==> config.mk <==
export PLATFORM = sky130hd
export DESIGN_NAME = qrs_div_cell
export DESIGN_NICKNAME = d
export VERILOG_FILES = /design/src/hw/rtl/qrs_div_cell.sv
export SDC_FILE = /design/constraint.sdc
export NUM_CORES = 1
export LEC_CHECK = 0
export ABC_AREA = 1
export BUFFER_PORTS_ARGS = -buffer_cell sky130_fd_sc_hd__buf_2
export CORE_AREA = 2 2 90 100
export CTS_CLUSTER_SIZE = 25
export DETAILED_ROUTE_END_ITERATION = 7
export DIE_AREA = 0 0 92 102
export PLACE_DENSITY = 0.81
export SLEW_MARGIN = 20
export SYNTH_ARGS = -nofsm -noshare
export SYNTH_HDL_FRONTEND = slang
export SYNTH_SLANG_ARGS = --single-unit
export TNS_END_PERCENT = 50
==> constraint.sdc <==
create_clock -name i_clk -period 4 [get_ports i_clk]
set_clock_uncertainty 0.15 [all_clocks]
set_input_delay 0.8 -clock i_clk [delete_from_list [all_inputs] [get_ports i_clk]]
set_output_delay 0.8 -clock i_clk [all_outputs]
set_load 0.01 [all_outputs]
==> src/hw/rtl/qrs_div_cell.sv <==
// ============================================================================
// qrs_div_cell
// One restoring step of a pipelined unsigned divider: one quotient bit.
// ============================================================================
module qrs_div_cell #(
    parameter int NW = 40,
    parameter int DW = 18,
    parameter int PW = 8
) (
    input  logic          i_clk,
    input  logic          i_en,
    input  logic [NW-1:0] i_num,
    input  logic [DW-1:0] i_den,
    input  logic [DW:0]   i_rem,
    input  logic [PW-1:0] i_pay,
    output logic [NW-1:0] o_num,
    output logic [DW-1:0] o_den,
    output logic [DW:0]   o_rem,
    output logic [PW-1:0] o_pay
);
    logic [DW:0] w_rem;

    // bring down the next numerator bit
    assign w_rem = {i_rem[DW-1:0], i_num[NW-1]};

    always_ff @(posedge i_clk) begin
        if (i_en) begin
            o_den <= i_den;
            o_pay <= i_pay;
            if (w_rem >= {1'b0, i_den}) begin
                o_rem <= w_rem - {1'b0, i_den};
                o_num <= {i_num[NW-2:0], 1'b1};
            end else begin
                o_rem <= w_rem;
                o_num <= {i_num[NW-2:0], 1'b0};
            end
        end
    end
endmodule

==> impl_metrics.env, run 1 <==
export IMPL_status="finished clean"
export IMPL_drt_pass1_iterations=4
export IMPL_chipWidth_um=92
export IMPL_stdcell_area_sq_um=5240
export IMPL_antenna_found_initial=0
export IMPL_io_pins=172
export IMPL_critPathBufInv=3
export IMPL_clkTransAtPathRegs_ns=0.09
export IMPL_gp_congestion=0.959
export IMPL_yosysTopAreaCell="edfxtp_1"
export IMPL_portBuffers=170
export IMPL_nets=679
export IMPL_period_share_pct=70.2
export IMPL_syn_inst=394
export IMPL_pre_cts_slack_ns=0.777
export IMPL_crit_required_ns=4.07
export IMPL_cts_setup_buffers=0
export IMPL_dp_cells=673
export IMPL_fp_dieH_um=102
export IMPL_antenna_cells=0
export IMPL_cpMostUsedCell="nand2_1"
export IMPL_clock_sinks=85
export IMPL_min_period_ns=2.81
export IMPL_drt_iter0_drc=176
export IMPL_leakage_nw=2.58
export IMPL_syn_area_per_cell_sq_um=10.3
export IMPL_path_cells="buf_2 -> inv_1 -> ha_1 -> nand2_1 -> nand2_1 -> a21oi_2 -> nand2_1 -> nand2_1 -> nand4_2 -> inv_4 -> nand2_1 -> nand2_1"
export IMPL_crit_path_max_incr_delay_ns=0.39
export IMPL_clockBufferDepth=2
export IMPL_grt_ovfl_total=0
export IMPL_start_kind="primary input"
export IMPL_crit_type="in -> reg"
export IMPL_grt_total_usage_pct=21.2
export IMPL_async_reset_ff_share_pct=0
export IMPL_h_tree_depth=3
export IMPL_p_per_area_nw_per_um2=407
export IMPL_worst_pin_slew_ns=1.04
export IMPL_synth_ff_latch_count=85
export IMPL_synth_seq_area_share_pct=62.6
export IMPL_cts_tree="yes"
export IMPL_fmax_ghz=0.356
export IMPL_root_buffer="clkbuf_8"
export IMPL_fillers=716
export IMPL_syn_num_nets=500
export IMPL_layout_drive_gt1_share_pct=34.8
export IMPL_grt_pass1_vias=3144
export IMPL_synth_top_area_share_pct=62.6
export IMPL_synth_edf_count=85
export IMPL_grt_pass1_wl_um=15200
export IMPL_finalWorstSetupSlack_ns=1.19
export IMPL_vias=3255
export IMPL_maxCapViolations=0
export IMPL_synthTopCellsByArea="edfxtp_1 63%, nand2_1 13%, ha_1 5.5%"
export IMPL_hold_viol_final=0
export IMPL_row_count=35
export IMPL_crit_cells=12
export IMPL_hpwl_um=7650
export IMPL_final_common_cell="buf_2"
export IMPL_fin_cells=688
export IMPL_drc=0
export IMPL_cts_buffers=9
export IMPL_die_area_sq_um=9380
export IMPL_wire_per_inst_um=14.5
export IMPL_ir_drop_mv=0.169
export IMPL_synthFlopType="edfxtp_1"
export IMPL_ant_nets=0
export IMPL_start_util_pct=49.0
export IMPL_ctsResizeCount=0
export IMPL_setup_viol=0
export IMPL_min_path_cells=1
export IMPL_post_route_util_pct=63.0
export IMPL_core_area_sq_um=8320
export IMPL_rsz0062_at_grt="no"
export IMPL_critPathSlowestCell="nand4_2"
export IMPL_critPathMaxFanout=18
export IMPL_syn2layout_area_growth_pct=28.6
export IMPL_tns_ns=0
export IMPL_endpoint_kind="flip-flop"
export IMPL_max_slew_margin_pct=30.8
export IMPL_cts_hold_buffers=0
export IMPL_syn_area_sq_um=4080
export IMPL_drv_slew=0
export IMPL_ys_warn_count=0
export IMPL_placed_cell_area_sq_um=5040
export IMPL_viasPerCell=4.73
export IMPL_layout_common_cells="169 x buf_2, 142 x nand2_1, 85 x edfxtp_1"
export IMPL_hp_class="in -> reg"
export IMPL_synth_cell_types=27
export IMPL_drt_total_wl_um=9980
export IMPL_grt_max_degree=86
export IMPL_path_delay_family="simple AND/OR/NAND/NOR gates"
export IMPL_worstPathArrival_ns=2.87
==> metal layers <==
metal  share of wire, %  global-route usage [%]  up-vias
met5                  0                       0        -
met4               0.48                    7.23        0
met3                9.4                    6.56        5
met2                 52                    38.2      137
met1                 38                    24.2     1458
li1                   -                       -     1655
==> sequential cells by signal, summed over array words and instances, names as in the netlist <==
| name | flops |
|---|---|
| o_den | 18 |
| o_num | 40 |
| o_pay | 8 |
| o_rem | 19 |
==> where the power goes <==
group	leakage, nW	switching, mW	internal [mW]	total (mW)
Sequential	0.832	0.0183	1.08	1.10
Combinational	1.65	0.257	0.164	0.421
Clock	0.0934	0.321	0.291	0.612
Total	2.58	0.596	1.54	2.13
==> synth_stat cells, types with 3 or more instances <==
cell      number
nand2_1      142
edfxtp_1      85
inv_1         50
nand3_1       24
nor2_1        22
ha_1          18
a21oi_1       11
xor2_1         7
nand3b_1       6
nand2_2        4
inv_2          3
==> path summary, 6_finish.rpt <==
check                      from                   to  slack [ns]
worst max-delay path   i_den[8]   o_rem[9]$_DFFE_PP_        1.19
worst min-delay path  i_num[22]  o_num[23]$_DFFE_PP_        0.46
==> area by class of cell <==
type / count / area [sq um] / area share (%)
timing repair buffer: 171 / 861 / 16.4
multi-input combinational: 251 / 1280 / 24.4
sequential: 85 / 2550 / 48.7
inverter: 55 / 209 / 3.99
clock buffer: 9 / 124 / 2.36
tap: 111 / 139 / 2.65
clock inverter: 6 / 73.8 / 1.41
==> logic make-up after synthesis <==
kind of cell / count (synthesis) / share of synthesized area, %
and+or+nand+nor: 208 / 21.4
DFF: 85 / 62.6
buffers and inverters: 58 / 5.96
adders and majority gates: 19 / 6.02
AOI/OAI and AO/OA: 16 / 2.27
xor gates and xnor gates: 8 / 1.72
==> stage by stage <==
step	hold slack [ns]	power [mW]
floorplan	0.749	1.36
detailed placement	0.828	1.54
global route	0.439	2.24
finish	0.463	2.13
global placement	0.827	1.53
CTS	0.448	2.15
(Power assumes the default switching activity.)
==> inputs of run 2 (changes only) <==
--- a/config.mk
+++ b/config.mk
@@ -5,13 +5,13 @@
 export SDC_FILE = /design/constraint.sdc
 export NUM_CORES = 1
 export LEC_CHECK = 0
-export ABC_AREA = 1
+export ABC_AREA = 0
 export BUFFER_PORTS_ARGS = -buffer_cell sky130_fd_sc_hd__buf_2
-export CORE_AREA = 2 2 90 100
+export CORE_AREA = 2 2 90 101
 export CTS_CLUSTER_SIZE = 25
 export DETAILED_ROUTE_END_ITERATION = 7
-export DIE_AREA = 0 0 92 102
-export PLACE_DENSITY = 0.81
+export DIE_AREA = 0 0 92 103
+export PLACE_DENSITY = 0.78
 export SLEW_MARGIN = 20
 export SYNTH_ARGS = -nofsm -noshare
 export SYNTH_HDL_FRONTEND = slang
==> constraint.sdc (replaced) <==
create_clock -name i_clk -period 2.8 [get_ports i_clk]
set_clock_uncertainty 0.15 [all_clocks]
set_input_delay 0.56 -clock i_clk [delete_from_list [all_inputs] [get_ports i_clk]]
set_output_delay 0.56 -clock i_clk [all_outputs]
set_load 0.01 [all_outputs]
==> run 2 against run 1 <==
  * Synthesized cell count decreased by 34%
  * Final cell count decreased by 14%
  * Worst setup slack got worse by 1.1 ns
  * Largest cell class unchanged
  * Largest power group unchanged
==> impl_metrics.env, run 2 <==
export IMPL_path_cells="buf_2 -> inv_1 -> ha_1 -> inv_1 -> fa_1 -> a211oi_1 -> nor2_1 -> a2111oi_2 -> nor2_1 -> xnor2_1 -> mux2_4"
export IMPL_grt_pass1_vias=2814
export IMPL_synthFlopType="edfxtp_1"
export IMPL_status="finished clean"
export IMPL_wire_per_inst_um=16.2
export IMPL_drt_total_wl_um=9590
export IMPL_start_kind="primary input"
export IMPL_synth_seq_area_share_pct=66.0
export IMPL_synthTopCellsByCount="85 x edfxtp_1, 25 x inv_1, 18 x ha_1"
export IMPL_rsz0062_at_grt="no"
export IMPL_crit_required_ns=2.75
export IMPL_synthTopCellsByArea="edfxtp_1 66%, ha_1 5.8%, mux2_4 2.7%"
export IMPL_worstPathArrival_ns=2.65
export IMPL_cts_buffers=9
export IMPL_syn_inst=259
export IMPL_tns_ns=0
export IMPL_portBuffers=170
export IMPL_chipWidth_um=92
export IMPL_syn_area_per_cell_sq_um=14.9
export IMPL_nets=578
export IMPL_syn2layout_area_growth_pct=39.5
export IMPL_synth_most_common_cell="edfxtp_1"
export IMPL_cts_setup_buffers=0
export IMPL_syn_num_nets=365
export IMPL_io_pins=172
export IMPL_synth_ff_latch_count=85
export IMPL_worst_pin_slew_ns=0.433
export IMPL_regMostFlops="o_num"
export IMPL_antenna_found_initial=0
export IMPL_root_buffer="clkbuf_8"
export IMPL_critPathMaxFanout=5
export IMPL_clock_sinks=85
export IMPL_drt_iter0_drc=136
export IMPL_final_common_cell="buf_2"
export IMPL_row_count=36
export IMPL_crit_type="in -> reg"
export IMPL_synth_edf_count=85
export IMPL_ctsResizeCount=0
export IMPL_synth_top_area_share_pct=66.0
export IMPL_fin_cells=590
export IMPL_drt_pass1_iterations=4
export IMPL_yosysTopAreaCell="edfxtp_1"
export IMPL_pre_cts_slack_ns=-0.274
export IMPL_fmax_ghz=0.371
export IMPL_antenna_cells=0
export IMPL_dp_cells=575
export IMPL_grt_pass1_wl_um=14200
export IMPL_layout_drive_gt1_share_pct=54.2
export IMPL_fp_dieH_um=103
export IMPL_period_share_pct=96.4
export IMPL_maxCapViolations=0
export IMPL_cts_hold_buffers=0
export IMPL_grt_max_degree=49
export IMPL_setup_viol=0
export IMPL_critPathSlowestCell="a2111oi_2"
export IMPL_min_path_cells=1
export IMPL_synth_cell_types=48
export IMPL_vias=2912
export IMPL_syn_area_sq_um=3870
export IMPL_grt_ovfl_total=0
export IMPL_ir_drop_mv=0.232
export IMPL_clockBufferDepth=2
export IMPL_ys_warn_count=0
export IMPL_grt_total_usage_pct=20.1
export IMPL_cts_tree="yes"
export IMPL_drc=0
export IMPL_viasPerCell=4.94
export IMPL_layout_common_cells="169 x buf_2, 85 x edfxtp_1, 38 x buf_4"
export IMPL_core_area_sq_um=8560
export IMPL_reg_largest_list="o_num (40), o_rem (19), o_den (18)"
export IMPL_crit_path_max_incr_delay_ns=0.42
export IMPL_start_util_pct=45.2
export IMPL_hp_class="in -> reg"
export IMPL_leakage_nw=2.42
export IMPL_min_period_ns=2.70
export IMPL_h_tree_depth=3
export IMPL_endpoint_kind="flip-flop"
export IMPL_largest_reg_flops=40
export IMPL_drv_slew=0
export IMPL_p_per_area_nw_per_um2=573
export IMPL_finalWorstSetupSlack_ns=0.101
export IMPL_gp_congestion=0.906
export IMPL_ant_nets=0
export IMPL_clkTransAtPathRegs_ns=0.08
export IMPL_hpwl_um=7470
export IMPL_hold_viol_final=0
export IMPL_async_reset_ff_share_pct=0
export IMPL_max_slew_margin_pct=71.0
export IMPL_die_area_sq_um=9480
==> run 2: changes by cell type after synthesis, moves of 4 or more <==
cell / delta
nand3_1: -18
nand3b_1: -4
mux2_2: +6
nand2_2: -4
mux2_4: +7
o21a_1: +4
a21oi_1: +4
a21o_1: +6
nand2_1: -131
inv_1: -25
xnor2_1: +5
o21ai_0: +7
nor2_1: -12
==> run 2: area by class of cell <==
cell class,instances,area (sq um)
Fill cell,673,3160
Sequential cell,85,2550
Multi-Input combinational cell,142,1250
Timing Repair Buffer,208,1150
Tap cell,114,143
Clock buffer,11,131
Inverter,26,123
Clock inverter,4,50.0
==> run 2: kinds of logic (layout without fill, tap and decap cells) <==
group,count (synthesis),in the layout,synth area share (%)
fa+ha+maj,19,19,6.34
simple gates,39,39,4.85
xor+xnor,10,10,2.26
mux,14,14,4.72
buf+inv,32,249,3.72
compound gates,60,60,12.2
flops,85,85,66.0
==> run 2: critical path, delay by kind of cell <==
| family | cells | cell delay, ns |
|---|---|---|
| and+or+nand+nor | 2 | 0.27 |
| muxes | 1 | 0.25 |
| buffers and inverters | 3 | 0.22 |
| xor gates and xnor gates | 1 | 0.14 |
| AOI/OAI and AO/OA | 2 | 0.67 |
| adders and majority gates | 2 | 0.55 |
==> run 2: path summary, 6_finish.rpt <==
| kind | from | to | slack (ns) |
|---|---|---|---|
| setup / recovery | i_num[39] | o_rem[14]$_DFFE_PP_ | 0.10 |
| hold / removal | i_num[34] | o_num[35]$_DFFE_PP_ | 0.23 |
==> run 2: report_power, final <==
| part | switching, mW | internal [mW] |
|---|---|---|
| clock network | 0.415 | 0.407 |
| registers | 0.0280 | 1.54 |
| logic | 0.359 | 0.340 |
==> run 2: routing by layer <==
metal	wire length [um]	GRT usage, %	vias to the layer above
met1	3770	22.5	1353
met4	205	8.27	0
met5	0	0	-
met3	821	6.58	18
met2	4790	35.6	126
li1	-	-	1415
==> run 2: per-stage QoR <==
step	power, mW	util (%)	hold slack [ns]	instance area (sq um)
final	3.09	63.1	0.235	5400
after global routing	3.24	63.1	0.210	5400
after CTS	3.12	63.1	0.212	5400
after detailed placement	2.30	61.0	0.589	5220
after global placement	2.28	61.0	0.587	5220
after floorplan	1.97	-	0.509	3970
