===== config.mk =====
export PLATFORM = sky130hd
export DESIGN_NAME = qrs_sqrt_cell
export DESIGN_NICKNAME = d
export VERILOG_FILES = /design/src/hw/rtl/qrs_sqrt_cell.sv
export SDC_FILE = /design/constraint.sdc
export NUM_CORES = 1
export LEC_CHECK = 0
export BUFFER_PORTS_ARGS = -buffer_cell sky130_fd_sc_hd__buf_2
export CAP_MARGIN = 20
export CORE_MARGIN = 2
export CORE_UTILIZATION = 52
export CTS_CLUSTER_DIAMETER = 80
export DETAILED_ROUTE_END_ITERATION = 7
export GPL_TIMING_DRIVEN = 0
export PLACE_DENSITY = 0.88
export SLEW_MARGIN = 20
export SYNTH_ARGS = -nofsm -noshare
export SYNTH_HDL_FRONTEND = slang
export SYNTH_SLANG_ARGS = --single-unit

===== constraint.sdc =====
create_clock -name i_clk -period 8.4 [get_ports i_clk]
set_input_delay 2.52 -clock i_clk [delete_from_list [all_inputs] [get_ports i_clk]]
set_output_delay 2.52 -clock i_clk [all_outputs]
set_load 0.005 [all_outputs]

===== src/hw/rtl/qrs_sqrt_cell.sv =====
// ============================================================================
// qrs_sqrt_cell
// One digit step of a pipelined square root: two radicand bits a cycle while i_en is high.
// ============================================================================
module qrs_sqrt_cell #(
    parameter int RW = 32,
    parameter int DW = 64,
    parameter int PW = 8
) (
    input  logic          i_clk,
    input  logic          i_en,
    input  logic [DW-1:0] i_rad,
    input  logic [RW-1:0] i_root,
    input  logic [RW+1:0] i_rem,
    input  logic [PW-1:0] i_pay,
    output logic [DW-1:0] o_rad,
    output logic [RW-1:0] o_root,
    output logic [RW+1:0] o_rem,
    output logic [PW-1:0] o_pay
);
    logic [RW+1:0] w_rem;
    logic [RW+1:0] w_trial;

    // shift in the top two radicand bits, try the next root bit
    assign w_rem   = {i_rem[RW-1:0], i_rad[DW-1 -: 2]};
    assign w_trial = {i_root, 2'b01};

    always_ff @(posedge i_clk) begin
        if (i_en) begin
            o_rad <= {i_rad[DW-3:0], 2'b00};
            o_pay <= i_pay;
            if (w_rem >= w_trial) begin
                o_rem  <= w_rem - w_trial;
                o_root <= {i_root[RW-2:0], 1'b1};
            end else begin
                o_rem  <= w_rem;
                o_root <= {i_root[RW-2:0], 1'b0};
            end
        end
    end
endmodule


==> results of run 1 <==
[cell families (layout without fill, tap and decap cells)]
logic type | Yosys count | after routing | share of synthesized area (%)
AO/OA/AOI/OAI | 124 | 124 | 12.8
XOR/XNOR | 27 | 27 | 3.61
AND/OR/NAND/NOR | 90 | 90 | 7.17
flip-flops | 136 | 136 | 62.4
multiplexers | 22 | 22 | 3.96
buffers and inverters | 51 | 355 | 3.48
adder cells (fa/ha/maj) | 34 | 34 | 6.50
other | 1 | 2 | 0.0573
[synth_stat cells, types with 3 or more instances]
cell type  number
inv_1          41
a21oi_1        39
and3_1          8
mux2_4          3
nand2_1        21
edfxtp_1      136
buf_4           3
xnor2_1        17
ha_1           34
nor4b_1         3
clkbuf_1        3
a31o_2          4
nor3_1         11
o21ai_0        23
mux2_2         19
a21o_1         17
a211oi_1        4
nand3_1        14
o21a_1          7
a31oi_1         4
nor2_1         17
a221o_1         3
xor2_1         10
o31ai_1         3
nand4_1         3
[worst paths after layout]
check	to	from	cells past startpoint
min	o_rad[13]$_DFFE_PP_	i_rad[11]	1
max	o_rem[30]$_DFFE_PP_	i_root[7]	14
[where the power goes]
group | leakage, nW | switching, mW | internal, mW
clock network | 0.264 | 0.283 | 0.432
registers | 1.33 | 0.0169 | 0.825
logic | 2.30 | 0.185 | 0.156
total | 3.89 | 0.485 | 1.41
[layout make-up]
type,count,area (sq um)
Fill cell,853,3450
Buffer,9,70.1
Inverter,42,158
Clock buffer,18,429
Multi-Input combinational cell,299,2240
Timing Repair Buffer,274,1400
Sequential cell,136,4080
Clock inverter,12,128
Tap cell,168,210
[state kept, by name, indices dropped and copies added, names as in the netlist]
name,count
o_pay,8
o_rad,62
o_rem,34
o_root,32
[layer usage]
metal / GRT usage [%] / part of all wire (%)
met1: 30.1 / 35
met2: 49.6 / 52
met3: 9.76 / 8.9
met4: 13.4 / 3.5
met5: 0 / 0.068
[metrics by stage]
step | hold slack [ns] | area, sq um | instances | util, % | worst slack (ns)
floorplan | 2.62 | 6550 | 486 | - | 3.25
global placement | 2.70 | 8130 | 927 | 66.8 | 2.68
detailed placement | 2.70 | 8160 | 928 | 67.1 | 2.62
CTS | 2.25 | 8720 | 958 | 71.7 | 3.07
global route | 2.25 | 8720 | 958 | 71.7 | 2.90
finish | 2.27 | 8720 | 958 | 71.7 | 3.02
==> run summary, run 1 <==
CP required -> 8.57 ns
HPWL Detailed -> 14600 um
Via count of the first global-routing pass -> 5311
Worst Max-Slew Pin Slew -> 0.596 ns
Run status -> finished, final reports clean
H-tree depth -> 4
Period utilisation layout -> 64.1%
Port Buf Inserts -> 273
Synth area leaders -> edfxtp_1, ha_1, mux2_2
CP Data Arrival Time -> 5.56 ns
Ys Warns -> 0
Post-CTS Hold Fix Bufs -> 0
Post CTS Setup Buffer Count -> 0
FMAX -> 186 MHz
Final setup violation count -> 0
Startpoint types -> input port
Final wirelength -> 19100 um
CTS root buf -> clkbuf_16
WL/cell -> 19.9 um
DR pass1 iterations -> 5
Die X-Extent -> 116 um
Antenna violations before repair -> 1
Layout cell share with drive strength beyond 1 -> 43.7%
HP Class -> input port to flip-flop
Post-synth EDFFs -> 136
Max-Cap Viols -> 0
Area grow syn2layout -> 33.2%
Slew Limit Fails -> 0
Global-route wire length before repair -> 27800 um
Ys async rst share -> 0%
Die Y -> 116 um
Via count -> 5281
Crit Path Class -> input port to flip-flop
Via-to-Cell Ratio -> 5.51
Clk buf depth -> 2
Commonest non-fill, non-tap cell in the layout -> buf_2
Post-Route Setup TNS -> 0 ns
Crit-path slowest cell -> a2111oi_4
First DRT Iteration DRCs -> 512
Pwr per Cell Area -> 218 mW/mm^2
Cell taking the most area after synthesis -> edfxtp_1
Overall power -> 1.90 mW
Post-CTS resize count -> 0
RePlAce Congestion -> 0.950
CP Max Fanout -> 10
Number of cell rows -> 40
Pin count of the biggest net entering global routing -> 90
CTS Buf Count -> 17
# diodes -> 0
Die ar. -> 0.0135 sq mm
RSZ-0062 raised after global routing -> false
CP Cell Sequence -> buf_2 > inv_1 > ha_1 > nand3_2 > nor4b_2 > o31ai_2 > a2111oi_4 > o21ai_2 > a21boi_4 > nor2_4 > inv_2 > buf_6 > buf_12 > mux2_4
Crit. End Element -> flip-flop
Seq cells post-synth -> 136
Register area share after synthesis -> 62.4%
Clock sinks -> 136
Endpoints failing hold -> 0
Crit path largest cell delay -> 0.42 ns
Initial Utilization -> 53.8%
Most frequent cells in the layout -> buf_2, edfxtp_1, inv_1, a21oi_1, ha_1
DRC Markers -> 0
Post-Syn Area -> 0.00655 sq mm
Peak supply drop -> 0.103 mV
Relative slew slack -> 60.3%
Fin crit period -> 5.38 ns
CP top delay family -> compound AO/OA/AOI/OAI gates
Leakage -> 3.89 nW
Boundary Pins -> 278
DRT antenna net count -> 0
Syn_area_per_cell -> 13.5 sq um
TritonCTS clock tree -> built
Clock transition at path regs -> 0.06 ns
Main synth FF type -> edfxtp_1
Top-area cell type share of the netlist area -> 62.4%
Cells after synthesis -> 485
Worst path bufs/invs -> 5
GRT Total Usage -> 28.0%
Yosys cell types -> 60
Layout Nets -> 953
Core ar. -> 0.0122 sq mm
Overflow after GRT -> 0
(Power assumes the default switching activity.)
==> run 2, diff against run 1 <==
Settings changed: CORE_UTILIZATION 52 to 48, PLACE_DENSITY 0.88 to 0.82.
Clock period 8.4 ns to 5.5 ns, I/O delays scaled along.
==> run 2 against run 1 <==
Against the previous run:
- largest cell class unchanged
- sequential power rose by 52%
- combinational power rose by 51%
- first-iteration DRC count fell by 20%
- clock-buffer cell count fell by 1
==> run summary, run 2 (synthesis gave the netlist of run 1 again) <==
P_int -> 2.16 mW
Crit Path Class -> input port to flip-flop
Commonest non-fill, non-tap cell in the layout -> buf_2
Comb pwr share -> 17.6%
FMAX -> 222 MHz
Worst Max-Slew Pin Slew -> 0.554 ns
TritonCTS clock tree -> built
Pwr per Cell Area -> 333 mW/mm^2
Post-Route Setup TNS -> 0 ns
Post-CTS Hold Fix Bufs -> 0
Layout cell share with drive strength beyond 1 -> 43.6%
Via-to-Cell Ratio -> 5.39
Relative slew slack -> 62.5%
Die X-Extent -> 121 um
Port Buf Inserts -> 273
Crit. End Element -> flip-flop
Via count of the first global-routing pass -> 5063
Max reg flops -> 62
Period utilisation layout -> 82.0%
Via count -> 5226
RePlAce Congestion -> 0.924
Clk buf depth -> 2
Slew Limit Fails -> 0
Die ar. -> 0.0146 sq mm
DR pass1 iterations -> 5
Pin count of the biggest net entering global routing -> 92
Area grow syn2layout -> 33.7%
Number of cell rows -> 42
Startpoint types -> input port
Biggest register -> o_rad
CTS root buf -> clkbuf_16
Sw power -> 0.746 mW
DRT antenna net count -> 0
Leakage -> 3.90 nW
Most frequent cells in the layout -> buf_2, edfxtp_1, inv_1, a21oi_1, ha_1
CTS Buf Count -> 17
Max-Cap Viols -> 0
Final wirelength -> 18400 um
Boundary Pins -> 278
Post-DP Area -> 0.00817 sq mm
GRT Total Usage -> 24.8%
Core ar. -> 0.0133 sq mm
CP required -> 5.66 ns
H-tree depth -> 4
Post CTS Setup Buffer Count -> 0
Post-layout util -> 65.8%
CP Max Fanout -> 10
Final setup violation count -> 0
HPWL Detailed -> 14100 um
Run status -> finished, final reports clean
Die Y -> 121 um
Top Registers -> o_rad x62, o_rem x34, o_root x32
HP Class -> input port to flip-flop
Clock sinks -> 136
Clock Power Share -> 38.2%
CP Data Arrival Time -> 4.67 ns
Layout Nets -> 953
Endpoints failing hold -> 0
Antenna violations before repair -> 2
RSZ-0062 raised after global routing -> false
Overflow after GRT -> 0
Hold_ws -> 1.40 ns
Post-CTS resize count -> 0
Clock transition at path regs -> 0.06 ns
DRC Markers -> 0
Sw Ratio -> 25.6%
Peak supply drop -> 0.216 mV
Initial Utilization -> 49.2%
Finished Cell Area -> 0.00875 sq mm
Sequential power share -> 44.1%
Fin crit period -> 4.51 ns
WL/cell -> 19.0 um
Global-route wire length before repair -> 27100 um
First DRT Iteration DRCs -> 409
run 2: changes by cell type in the layout (fill, tap and decap cells not counted), sizes merged:
cell	change
clkinvlp	-2
clkinv	+4
inv	+1
diode	+1
clkbuf	-1
run 2: layer usage:
layer | up-vias | global-route usage, % | share of wire (%)
met2 | 259 | 42.8 | 51
li1 | 2438 | - | -
met5 | - | 0 | 0.065
met3 | 35 | 7.59 | 8.1
met4 | 2 | 9.74 | 2.6
met1 | 2492 | 28.8 | 38
run 2: final timing paths:
| check | start | endpoint | slack, ns | cells past startpoint |
|---|---|---|---|---|
| min | i_rad[16] | o_rad[18]$_DFFE_PP_ | 1.40 | 1 |
| max | i_root[7] | o_rem[30]$_DFFE_PP_ | 0.99 | 14 |
run 2: cell type report:
class	instances	area, sq um
fill	1008	4550
sequential	136	4080
multi-input combinational	299	2240
timing repair buffer	274	1400
clock buffer	17	425
tap	176	220
inverter	42	158
clock inverter	15	153
buffer	9	70.1
antenna	1	2.50
run 2: metrics by stage:
stage | worst slack, ns | instances | power, mW
after floorplan | 1.22 | 486 | 1.57
after global placement | 0.659 | 935 | 1.80
after detailed placement | 0.593 | 936 | 1.82
after CTS | 1.03 | 968 | 2.93
after global routing | 0.886 | 968 | 3.02
final | 0.992 | 969 | 2.91
run 2: worst max-delay path, cell delays in order:
cell       delay (ns)
buf_2            0.09
inv_1            0.04
ha_1             0.42
nand3_2          0.17
nor4b_2          0.33
o31ai_2          0.19
a2111oi_4        0.43
o21ai_2          0.16
a21boi_4         0.34
nor2_4           0.13
inv_2            0.08
buf_6            0.16
buf_12           0.15
mux2_4           0.30
run 2: power by group through the flow:
stage	clock [mW]	sequential (mW)	combinational (mW)
2_1_floorplan	0	1.32	0.253
3_3_place_gp	0	1.30	0.494
3_5_place_dp	0	1.30	0.511
4_1_cts	1.13	1.29	0.515
5_1_grt	1.17	1.29	0.561
6_report	1.11	1.28	0.513
==> run 3, diff against run 2 <==
Settings changed: ABC_AREA set to 1, CORE_UTILIZATION 48 to 45, PLACE_DENSITY 0.82 to 0.8.
Clock period 5.5 ns to 3.9 ns, I/O delays scaled along.
==> run 3 against run 2 <==
Against the previous run:
- cell count grew 33%
- critical path depth shrank 2
- utilization shrank 4.4 points
==> run summary, run 3 <==
Die Y -> 130 um
Post-CTS Hold Fix Bufs -> 0
Pwr per Cell Area -> 454 mW/mm^2
Run status -> finished, final reports clean
Max-Cap Viols -> 0
Mux share of post-synthesis cell area -> 0%
Startpoint types -> input port
Max reg flops -> 62
Overflow after GRT -> 0
Post-synth EDFFs -> 136
Top Registers -> o_rad x62, o_rem x34, o_root x32
Initial Utilization -> 46.5%
# diodes -> 0
H-tree depth -> 4
CP Cell Sequence -> buf_2 > inv_1 > ha_1 > nand2_1 > nor2_1 > nand2_1 > o21ai_0 > nand2_1 > nand2_1 > nand2_1 > nand3_1 > nand2_1
WHS Endpoint -> o_pay[7]$_DFFE_PP_
Synth Area in XOR/XNOR -> 2.09%
Biggest register -> o_rad
RSZ-0062 raised after global routing -> false
Post-Syn Area -> 0.00712 sq mm
Endpoints failing hold -> 0
Worst hold path startpoint -> i_pay[7]
Synth area leaders -> edfxtp_1, nand2_1, inv_1
Clock transition at path regs -> 0.06 ns
GRT Total Usage -> 24.0%
HPWL Detailed -> 16500 um
Commonest non-fill, non-tap cell in the layout -> nand2_1
Worst Max-Slew Pin Slew -> 0.918 ns
Clk buf depth -> 2
Global-route wire length before repair -> 30000 um
Largest family of logic cells by synthesized area -> simple AND/OR/NAND/NOR gates
Final wirelength -> 20600 um
Clock sinks -> 136
CP Max Fanout -> 4
Via-to-Cell Ratio -> 4.79
CP Data Arrival Time -> 3.28 ns
Period utilisation layout -> 79.6%
WL/cell -> 16.0 um
Synth cell count leaders -> nand2_1, edfxtp_1, inv_1
Core ar. -> 0.0153 sq mm
CP required -> 4.07 ns
Via count -> 6165
Layout cell share with drive strength beyond 1 -> 30.8%
Final worst setup slack -> 0.797 ns
Most frequent cells in the layout -> nand2_1, buf_2, edfxtp_1, inv_1, nor2_1
DRT antenna net count -> 0
Area share of fa/ha/maj cells after synthesis -> 5.98%
HP Class -> input port to flip-flop
Most numerous cell on the critical path -> nand2_1
WHS Path Cells -> 1
Peak supply drop -> 0.260 mV
Seq cells post-synth -> 136
Crit-path slowest cell -> o21ai_0
Number of cell rows -> 45
Main synth FF type -> edfxtp_1
RePlAce Congestion -> 0.919
Final setup violation count -> 0
Fin crit period -> 3.10 ns
Post-Route Setup TNS -> 0 ns
First DRT Iteration DRCs -> 433
CTS root buf -> clkbuf_16
Pin count of the biggest net entering global routing -> 88
Post-Synth Simple-Gate Area -> 23.2%
Ys Warns -> 0
Most numerous cell in the Yosys netlist -> nand2_1
Boundary Pins -> 278
Crit. End Element -> flip-flop
FMAX -> 322 MHz
Relative slew slack -> 38.2%
Post CTS Setup Buffer Count -> 0
TritonCTS clock tree -> built
Area grow syn2layout -> 32.1%
DR pass1 iterations -> 5
CTS Buf Count -> 17
Crit path largest cell delay -> 0.74 ns
Antenna violations before repair -> 0
Cells after synthesis -> 770
Top-area cell type share of the netlist area -> 57.4%
Layout Nets -> 1238
DRC Markers -> 0
Register area share after synthesis -> 57.4%
Setup WS pre-CTS -> 0.342 ns
Die X-Extent -> 130 um
Yosys cell types -> 27
Port Buf Inserts -> 273
Ys async rst share -> 0%
Cell taking the most area after synthesis -> edfxtp_1
Post-synthesis compound-gate area fraction -> 3.50%
Via count of the first global-routing pass -> 5726
Post-CTS resize count -> 0
Leakage -> 4.77 nW
Die ar. -> 0.0168 sq mm
Syn_area_per_cell -> 9.24 sq um
Crit Path Class -> input port to flip-flop
Slew Limit Fails -> 0
[run 3: report_power, final]
group          switching (mW)  internal, mW  leakage (nW)
sequential             0.0320          1.78          1.33
clock                   0.651          1.02         0.292
combinational           0.471         0.309          3.15
[run 3: cell families (layout without fill, tap and decap cells)]
kind of cell    count (synthesis)  in the layout
xor+xnor                       17             17
buf+inv                       136            442
compound gates                 47             47
other cells                     1              2
simple gates                  399            399
fa+ha+maj                      34             34
flops                         136            136
[run 3: final cells by class]
type	instances	area, sq um
fill	1339	5910
sequential	136	4080
multi-input combinational	499	2480
buffer	8	71.3
clock inverter	14	188
tap	211	264
timing repair buffer	274	1400
clock buffer	18	429
inverter	128	483
[run 3: routing by layer]
layer | up-vias | share of wire [%] | GRT usage [%]
li1 | 3088 | - | -
met1 | 2810 | 40 | 28.6
met2 | 229 | 50 | 41.7
met3 | 38 | 7.7 | 6.11
met4 | 0 | 3.0 | 9.99
met5 | - | 0 | 0
[run 3: worst max-delay path by stage]
stage	endpoint	slack (ns)	startpoint
floorplan	o_rem[25]$_DFFE_PP_	1.08	i_root[7]
global placement	o_root[4]$_DFFE_PP_	0.12	i_en
detailed placement	o_rem[29]$_DFFE_PP_	0.34	i_root[6]
CTS	o_rem[29]$_DFFE_PP_	0.79	i_root[6]
global route	o_rem[29]$_DFFE_PP_	0.63	i_root[6]
finish	o_rem[29]$_DFFE_PP_	0.80	i_root[6]
[run 3: stage by stage]
stage	hold slack (ns)	cell area (sq um)	instances	total power, mW	util, %
4_1_cts	0.906	9400	1288	4.30	61.4
2_1_floorplan	1.27	7120	771	2.25	-
3_5_place_dp	1.35	8780	1256	2.62	57.4
3_3_place_gp	1.35	8750	1255	2.60	57.1
5_1_grt	0.904	9400	1288	4.45	61.4
6_report	0.916	9400	1288	4.26	61.4
[run 3: worst max-delay path: cells and delay by family]
kind                       cells  cell delay [ns]
and+or+nand+nor                8             0.90
adders and majority gates      1             0.35
buffers and inverters          2             0.12
AOI/OAI and AO/OA              1             0.74
